===== src/rtl/rscf_pkg.sv =====
package rscf_pkg;

  localparam int NumSensors = 36;
  localparam int EdgeW      = NumSensors + 1;
  localparam int IdxW       = 6;
  localparam int MaxRuns    = 3;
  localparam int NumStages  = 6;
  localparam int LaneStages = 4;

  localparam logic [IdxW-1:0] NoneIdx = IdxW'(63);

  typedef struct packed {
    logic                           ovf;
    logic [1:0]                     count;
    logic [MaxRuns-1:0][IdxW-1:0]   run_start;
    logic [MaxRuns-1:0][IdxW-1:0]   run_last;
  } scan_res_t;

  // index of the lowest set bit
  function automatic logic [IdxW-1:0] low_idx(input logic [EdgeW-1:0] x);
    logic [EdgeW-1:0] iso;
    logic [IdxW-1:0]  idx;
    iso = x & (~x + EdgeW'(1));
    idx = '0;
    for (int i = 0; i < EdgeW; i++) begin
      if (iso[i]) begin
        idx = idx | IdxW'(i);
      end
    end
    return idx;
  endfunction

  // index of the highest set bit
  function automatic logic [IdxW-1:0] high_idx(input logic [EdgeW-1:0] x);
    logic [EdgeW-1:0] rev;
    logic [EdgeW-1:0] iso;
    logic [IdxW-1:0]  idx;
    for (int i = 0; i < EdgeW; i++) begin
      rev[i] = x[EdgeW-1-i];
    end
    iso = rev & (~rev + EdgeW'(1));
    idx = '0;
    for (int i = 0; i < EdgeW; i++) begin
      if (iso[i]) begin
        idx = idx | IdxW'(EdgeW - 1 - i);
      end
    end
    return idx;
  endfunction

  // drop the lowest set bit
  function automatic logic [EdgeW-1:0] low_clear(input logic [EdgeW-1:0] x);
    return x & (x - EdgeW'(1));
  endfunction

  // an off sensor with both ring neighbors on turns on
  function automatic logic [NumSensors-1:0] fill_in(input logic [NumSensors-1:0] v);
    logic [NumSensors-1:0] left;
    logic [NumSensors-1:0] right;
    left  = {v[NumSensors-2:0], v[NumSensors-1]};
    right = {v[0], v[NumSensors-1:1]};
    return v | (left & right);
  endfunction

endpackage


===== src/rtl/rscf_lane.sv =====
module rscf_lane (
  input  logic                                clk_i,
  input  logic [rscf_pkg::LaneStages-1:0]     stage_ld_i,
  input  logic [rscf_pkg::NumSensors-1:0]     vec_i,
  output rscf_pkg::scan_res_t                 res_o
);

  localparam int N = rscf_pkg::NumSensors;
  localparam int W = rscf_pkg::EdgeW;
  localparam int I = rscf_pkg::IdxW;

  logic [W-1:0] rise_d, fall_d;
  logic         wrap_d;

  // stage 1: edges
  logic [W-1:0] rise1_q, fall1_q;
  logic         wrap1_q;

  // stage 2: first run
  logic [W-1:0] rise2_q, fall2_q;
  logic [I-1:0] st0_2_q, en0_2_q;
  logic         has0_2_q;

  // stage 3: second run
  logic [W-1:0] rise3_q, fall3_q;
  logic [I-1:0] st0_3_q, en0_3_q, st1_3_q, en1_3_q;
  logic         has0_3_q, has1_3_q;

  // stage 4: third run and overflow
  logic [I-1:0] st0_4_q, en0_4_q, st1_4_q, en1_4_q, st2_4_q, en2_4_q;
  logic         has0_4_q, has1_4_q, has2_4_q, ovf_4_q;

  always_comb begin
    rise_d    = '0;
    fall_d    = '0;
    rise_d[0] = vec_i[0];
    for (int i = 1; i < N; i++) begin
      rise_d[i] = vec_i[i] & ~vec_i[i-1];
      fall_d[i] = ~vec_i[i] & vec_i[i-1];
    end
    // open run at the seam closes at the last sensor unless it wraps
    fall_d[N] = vec_i[N-1] & ~vec_i[0];
    wrap_d    = vec_i[N-1] & vec_i[0];
  end

  always_ff @(posedge clk_i) begin
    if (stage_ld_i[0]) begin
      rise1_q <= rise_d;
      fall1_q <= fall_d;
      wrap1_q <= wrap_d;
    end
    if (stage_ld_i[1]) begin
      rise2_q  <= rscf_pkg::low_clear(rise1_q);
      fall2_q  <= rscf_pkg::low_clear(fall1_q);
      st0_2_q  <= wrap1_q ? rscf_pkg::high_idx(rise1_q) : rscf_pkg::low_idx(rise1_q);
      en0_2_q  <= rscf_pkg::low_idx(fall1_q) - I'(1);
      has0_2_q <= |fall1_q;
    end
    if (stage_ld_i[2]) begin
      rise3_q  <= rscf_pkg::low_clear(rise2_q);
      fall3_q  <= rscf_pkg::low_clear(fall2_q);
      st0_3_q  <= st0_2_q;
      en0_3_q  <= en0_2_q;
      has0_3_q <= has0_2_q;
      st1_3_q  <= rscf_pkg::low_idx(rise2_q);
      en1_3_q  <= rscf_pkg::low_idx(fall2_q) - I'(1);
      has1_3_q <= |fall2_q;
    end
    if (stage_ld_i[3]) begin
      st0_4_q  <= st0_3_q;
      en0_4_q  <= en0_3_q;
      has0_4_q <= has0_3_q;
      st1_4_q  <= st1_3_q;
      en1_4_q  <= en1_3_q;
      has1_4_q <= has1_3_q;
      st2_4_q  <= rscf_pkg::low_idx(rise3_q);
      en2_4_q  <= rscf_pkg::low_idx(fall3_q) - I'(1);
      has2_4_q <= |fall3_q;
      ovf_4_q  <= |rscf_pkg::low_clear(fall3_q);
    end
  end

  always_comb begin
    res_o.ovf          = ovf_4_q;
    res_o.count        = 2'(has0_4_q) + 2'(has1_4_q) + 2'(has2_4_q);
    res_o.run_start[0] = has0_4_q ? st0_4_q : rscf_pkg::NoneIdx;
    res_o.run_last[0]  = has0_4_q ? en0_4_q : rscf_pkg::NoneIdx;
    res_o.run_start[1] = has1_4_q ? st1_4_q : rscf_pkg::NoneIdx;
    res_o.run_last[1]  = has1_4_q ? en1_4_q : rscf_pkg::NoneIdx;
    res_o.run_start[2] = has2_4_q ? st2_4_q : rscf_pkg::NoneIdx;
    res_o.run_last[2]  = has2_4_q ? en2_4_q : rscf_pkg::NoneIdx;
  end

endmodule


===== src/rtl/ring_sensor_cluster_finder.sv =====
// Ring sensor cluster finder.
// Input channel: in_valid_i / in_stall_o carry one sensor_bits_i request, one bit per
// ring sensor; a request is taken at a rising edge with in_valid_i high and in_stall_o low.
// Output channel: out_valid_o / out_stall_i carry one result per request: cluster count,
// start and end index of up to three clusters (63 for none) and the fill-in flag.
// Path: from the accepting edge to out_valid_o a request passes through six register stages
// (input, edge detect, three run-extraction stages, output register).
// Throughput: one request per cycle while out_stall_i is low. The plain and the filled-in
// vector are scanned in two parallel lanes, so the retry needs no second pass.
// Reset clears all stage valid bits; the pipeline is empty and no result is shown.
// When out_stall_i is high the output register holds its result; earlier stages keep
// filling bubbles and in_stall_o rises only once every stage holds a request.
module ring_sensor_cluster_finder (
  input  logic        clk_i,
  input  logic        rst_ni,
  input  logic        in_valid_i,
  output logic        in_stall_o,
  input  logic [35:0] sensor_bits_i,
  output logic        out_valid_o,
  input  logic        out_stall_i,
  output logic [1:0]  cluster_count_o,
  output logic [5:0]  first_start_o,
  output logic [5:0]  first_end_o,
  output logic [5:0]  second_start_o,
  output logic [5:0]  second_end_o,
  output logic [5:0]  third_start_o,
  output logic [5:0]  third_end_o,
  output logic        used_fill_in_o
);

  localparam int S = rscf_pkg::NumStages;
  localparam int N = rscf_pkg::NumSensors;

  logic [S-1:0] vld_q, vld_d, rdy;
  logic [N-1:0] vec_q;
  rscf_pkg::scan_res_t raw_res, fill_res, out_d, out_q;
  logic used_d, used_q;

  always_comb begin
    rdy[S-1] = !vld_q[S-1] || !out_stall_i;
    for (int k = S - 2; k >= 0; k--) begin
      rdy[k] = !vld_q[k] || rdy[k+1];
    end
    vld_d[0] = rdy[0] ? in_valid_i : vld_q[0];
    for (int k = 1; k < S; k++) begin
      vld_d[k] = rdy[k] ? vld_q[k-1] : vld_q[k];
    end
  end

  always_ff @(posedge clk_i or negedge rst_ni) begin
    if (!rst_ni) begin
      vld_q <= '0;
    end else begin
      vld_q <= vld_d;
    end
  end

  always_ff @(posedge clk_i) begin
    if (rdy[0]) begin
      vec_q <= sensor_bits_i[N-1:0];
    end
    if (rdy[S-1]) begin
      out_q  <= out_d;
      used_q <= used_d;
    end
  end

  rscf_lane u_lane_raw (
    .clk_i      (clk_i),
    .stage_ld_i (rdy[S-2:1]),
    .vec_i      (vec_q),
    .res_o      (raw_res)
  );

  rscf_lane u_lane_fill (
    .clk_i      (clk_i),
    .stage_ld_i (rdy[S-2:1]),
    .vec_i      (rscf_pkg::fill_in(vec_q)),
    .res_o      (fill_res)
  );

  always_comb begin
    used_d = raw_res.ovf;
    out_d  = raw_res;
    if (raw_res.ovf) begin
      out_d = fill_res;
      if (fill_res.ovf) begin
        out_d.count     = '0;
        out_d.run_start = {rscf_pkg::MaxRuns{rscf_pkg::NoneIdx}};
        out_d.run_last  = {rscf_pkg::MaxRuns{rscf_pkg::NoneIdx}};
      end
    end
  end

  assign in_stall_o      = !rdy[0];
  assign out_valid_o     = vld_q[S-1];
  assign cluster_count_o = out_q.count;
  assign first_start_o   = out_q.run_start[0];
  assign first_end_o     = out_q.run_last[0];
  assign second_start_o  = out_q.run_start[1];
  assign second_end_o    = out_q.run_last[1];
  assign third_start_o   = out_q.run_start[2];
  assign third_end_o     = out_q.run_last[2];
  assign used_fill_in_o  = out_q.ovf || used_q;

  a_empty_none: assert property (@(posedge clk_i) disable iff (!rst_ni)
    out_valid_o && cluster_count_o == 2'd0 |->
      first_start_o == rscf_pkg::NoneIdx && first_end_o == rscf_pkg::NoneIdx)
    else $error("zero clusters with an index set");

  a_third_none: assert property (@(posedge clk_i) disable iff (!rst_ni)
    out_valid_o && cluster_count_o != 2'd3 |->
      third_start_o == rscf_pkg::NoneIdx && third_end_o == rscf_pkg::NoneIdx)
    else $error("third cluster reported beyond count");

  a_take: assert property (@(posedge clk_i) disable iff (!rst_ni)
    in_valid_i && !in_stall_o |=> vld_q[0])
    else $error("accepted request not captured");

  a_hold: assert property (@(posedge clk_i) disable iff (!rst_ni)
    vld_q[S-2] && !rdy[S-2] |=> vld_q[S-2])
    else $error("stalled request lost in last lane stage");

endmodule


===== config.mk =====
export PLATFORM = sky130hd
export DESIGN_NAME = ring_sensor_cluster_finder
export DESIGN_NICKNAME = d
export VERILOG_FILES = /design/src/rtl/rscf_pkg.sv /design/src/rtl/rscf_lane.sv /design/src/rtl/ring_sensor_cluster_finder.sv
export SDC_FILE = /design/constraint.sdc
export NUM_CORES = 1
export LEC_CHECK = 0
export ABC_AREA = 0
export BUFFER_PORTS_ARGS = -buffer_cell sky130_fd_sc_hd__buf_4
export CORE_UTILIZATION = 34
export DETAILED_ROUTE_END_ITERATION = 10
export GPL_ROUTABILITY_DRIVEN = 1
export PLACE_DENSITY_LB_ADDON = 0.1
export REMOVE_ABC_BUFFERS = 1
export SLEW_MARGIN = 20
export SYNTH_ARGS = -nofsm -noshare
export SYNTH_HDL_FRONTEND = slang
export SYNTH_SLANG_ARGS = --single-unit

===== constraint.sdc =====
create_clock -name clk_i -period 6 [get_ports clk_i]
set_clock_uncertainty 0.1 [all_clocks]
set_input_delay 0.6 -clock clk_i [delete_from_list [all_inputs] [get_ports clk_i]]
set_output_delay 0.6 -clock clk_i [all_outputs]
set_load 0.1 [all_outputs]

==> results.json <==
{
  "tns_ns": 0,
  "yosysTopAreaCell": "edfxtp_1",
  "numCtsBuffers": 77,
  "pwr_density_cell_nw_per_um2": 416,
  "cts.hold.buffers_added": 27,
  "drt_iter0_drc": 2468,
  "grt_use_total": 0.213,
  "ys_types": 90,
  "dr.pass1.iters": 7,
  "holdPathEnd": "vec_q[13]",
  "yosys_warnings": 0,
  "worstMarginPinSlew_ns": 1.04,
  "ant_nets": 0,
  "reg2reg_slack_ns": 2.27,
  "design.die.area_um2": 96500,
  "root_buffer": "clkbuf_16",
  "drive_above_1_share": 0.0810,
  "mostFrequentLayoutCell": "edfxtp_1",
  "fin_area_um2": 36900,
  "required_ns": 6.25,
  "dp_hpwl_um": 79000,
  "max_freq_mhz": 268,
  "yosys-top-cells-area": "edfxtp_1 61%, nor2b_1 3.5%, nor2_1 3.3%",
  "clock-sinks": 662,
  "layout_common_cells": "656 x edfxtp_1, 284 x nor2_1, 180 x nor2b_1, 148 x nor3_1, 130 x a21oi_1",
  "r2r_cells": 10,
  "grt.overflow.total": 0,
  "p_leak_nw": 12.8,
  "setup_viol": 0,
  "initial_core_util": 0.345,
  "crit_path_top_delay_cell": "nor4_1",
  "ys.flop_type": "edfxtp_1",
  "synth_top_cell_area_share": 0.608,
  "cts_resized": 0,
  "whs_ns": 0.0371,
  "rsz0062_at_grt": "no",
  "gp_congestion": 0.902,
  "clk_latency_ns": 0.65,
  "io_pins": 81,
  "finalCriticalPeriod_ns": 3.73,
  "wl_um": 105000,
  "crit_type": "reg -> reg",
  "clk_pin_slew_ns": 0.06,
  "grt_pass1_vias": 23100,
  "die_y_um": 311,
  "start_kind": "flip-flop",
  "nFillCells": 9009,
  "drv_cap": 0,
  "synthCells": 2780,
  "async_flop_share": 0.00906,
  "syn_to_final_growth_pct": 14.1,
  "slew_violations": 0,
  "fp.dieW_um": 311,
  "crit_fanout": 7,
  "worstPathArrival_ns": 3.98,
  "yosys_register_bits": 662,
  "hold_class": "in -> reg",
  "grt_pass1_wl_um": 154000,
  "via_per_inst": 5.70,
  "ir_worst_vdd_v": 0.000207,
  "wl_per_cell_um": 24.9,
  "avgSynthCellArea_um2": 11.6,
  "status": "completed",
  "coreArea_um2": 93700,
  "regToRegStartpoint": "u_lane_fill.fall1_q[5]",
  "num-nets-final": 2939,
  "hold_depth": 1,
  "place_area_um2": 34200,
  "hp-start": "sensor_bits_i[13]",
  "antenna_found_initial": 11,
  "syn-cell-area_um2": 32400,
  "path_cells": "nor4_1, and4_1, nand4_1, nor3_2, nand2_1, and4_1, ha_1, nand2_1, nor2_1, xnor2_1",
  "fin_crit_sh": 0.622,
  "fp-row-count": 112,
  "cts_setup_buffers": 0,
  "htree_levels": 3,
  "crit_buf_inv": 0,
  "grt_max_degree": 148,
  "worst_r2r_endpoint": "u_lane_fill.en0_2_q[4]",
  "crit_family": "simple AND/OR/NAND/NOR gates",
  "crit_path_end_kind": "flip-flop",
  "synth_seq_area_share": 0.613,
  "clockBufferDepth": 3,
  "slowest_delay_ns": 0.85,
  "io_buffers": 80,
  "vias": 24000,
  "cts_tree": "yes",
  "synth_enable_flop_cells": 656,
  "drc": 0,
  "slew_headroom": 0.304,
  "hold_violations": 0
}
-- sequential cells by signal (all words and copies together) (netlist names), 34 cells and up --
name,cells
u_lane_fill.fall3_q,34
vec_q,36
u_lane_raw.rise1_q,36
u_lane_raw.fall2_q,35
u_lane_fill.fall1_q,36
u_lane_raw.rise3_q,34
u_lane_fill.rise2_q,35
u_lane_fill.fall2_q,35
u_lane_raw.fall3_q,34
u_lane_raw.fall1_q,36
u_lane_raw.rise2_q,35
u_lane_fill.rise1_q,36
u_lane_fill.rise3_q,34
-- power breakdown --
group	switching, W	internal [W]
sequential	0.00128	0.00657
combinational	0.00187	0.00109
clock	0.00187	0.00269
total	0.00502	0.0104
-- Yosys cell counts, types with 12 or more instances --
cell      instances
or3_1            46
a31oi_1          37
nand3b_1         15
nand2b_1         24
o31a_1           14
a21oi_1         130
and3_1           28
nor2_1          284
buf_4            38
and2_1           84
nor4b_1          17
nor3b_1          50
nor4_1          110
and4_1           14
a21boi_0         45
nand2_1         131
clkbuf_1         44
o21a_1           46
inv_1           111
o31ai_1          17
or2_2            12
edfxtp_1        656
nand4_1          38
o21ai_0          63
a211oi_1         15
o22a_1           39
o22ai_1          14
nor2b_1         180
nor3_1          148
nand3_1          72
or4_1            36
-- logic make-up after synthesis --
| kind of cell | share of synthesized area |
|---|---|
| and+or+nand+nor | 0.229 |
| AOI/OAI and AO/OA | 0.120 |
| buffers and inverters | 0.0279 |
| xor gates and xnor gates | 0.00487 |
| adders and majority gates | 0.00479 |
| DFF | 0.613 |
-- worst max-delay path by stage --
stage	from	end	slack, ns	depth (start not counted)
floorplan	vld_q[5]	u_lane_fill.en0_3_q[0]	0.09	2
global placement	u_lane_raw.rise1_q[22]	u_lane_raw.st0_2_q[0]	2.43	7
detailed placement	u_lane_fill.fall1_q[5]	u_lane_fill.en0_2_q[4]	2.36	10
CTS	u_lane_fill.fall1_q[5]	u_lane_fill.en0_2_q[4]	2.34	10
global route	u_lane_fill.fall1_q[5]	u_lane_fill.en0_2_q[4]	1.93	10
finish	u_lane_fill.fall1_q[5]	u_lane_fill.en0_2_q[4]	2.27	10
-- layer usage --
layer	global-route usage	part of all wire	up-vias
met3	0.0321	0.059	144
met4	0.0591	0.025	0
met1	0.319	0.48	11900
met5	0	0	-
li1	-	-	11000
met2	0.318	0.43	901
-- worst register-to-register path: cells and delay by family (launching register included) --
family        cells  cell delay, ns
simple gates      8            2.54
xor+xnor          1            0.15
flops             1            0.45
fa+ha+maj         1            0.21
-- final cells by class --
cell class,instances,area [um^2],area share
antenna,1,2.50,0.0000677
sequential,662,19800,0.537
inverter,111,423,0.0114
timing repair buffer,120,1010,0.0272
tap,1254,1570,0.0425
clock buffer,97,2070,0.0559
multi-input combinational,1919,11700,0.316
clock inverter,41,364,0.00986
-- metrics by stage --
stage                     worst slack, ns  std cells  total power, W   util
after detailed placement             2.36       4039          0.0108  0.365
after global placement               2.43       4039          0.0109  0.365
after CTS                            2.34       4204          0.0155  0.394
after floorplan                    0.0922       2692         0.00941      -
final                                2.27       4205          0.0154  0.394
after global routing                 1.93       4204          0.0161  0.394
No activity file was read; power rests on OpenSTA's default activity.
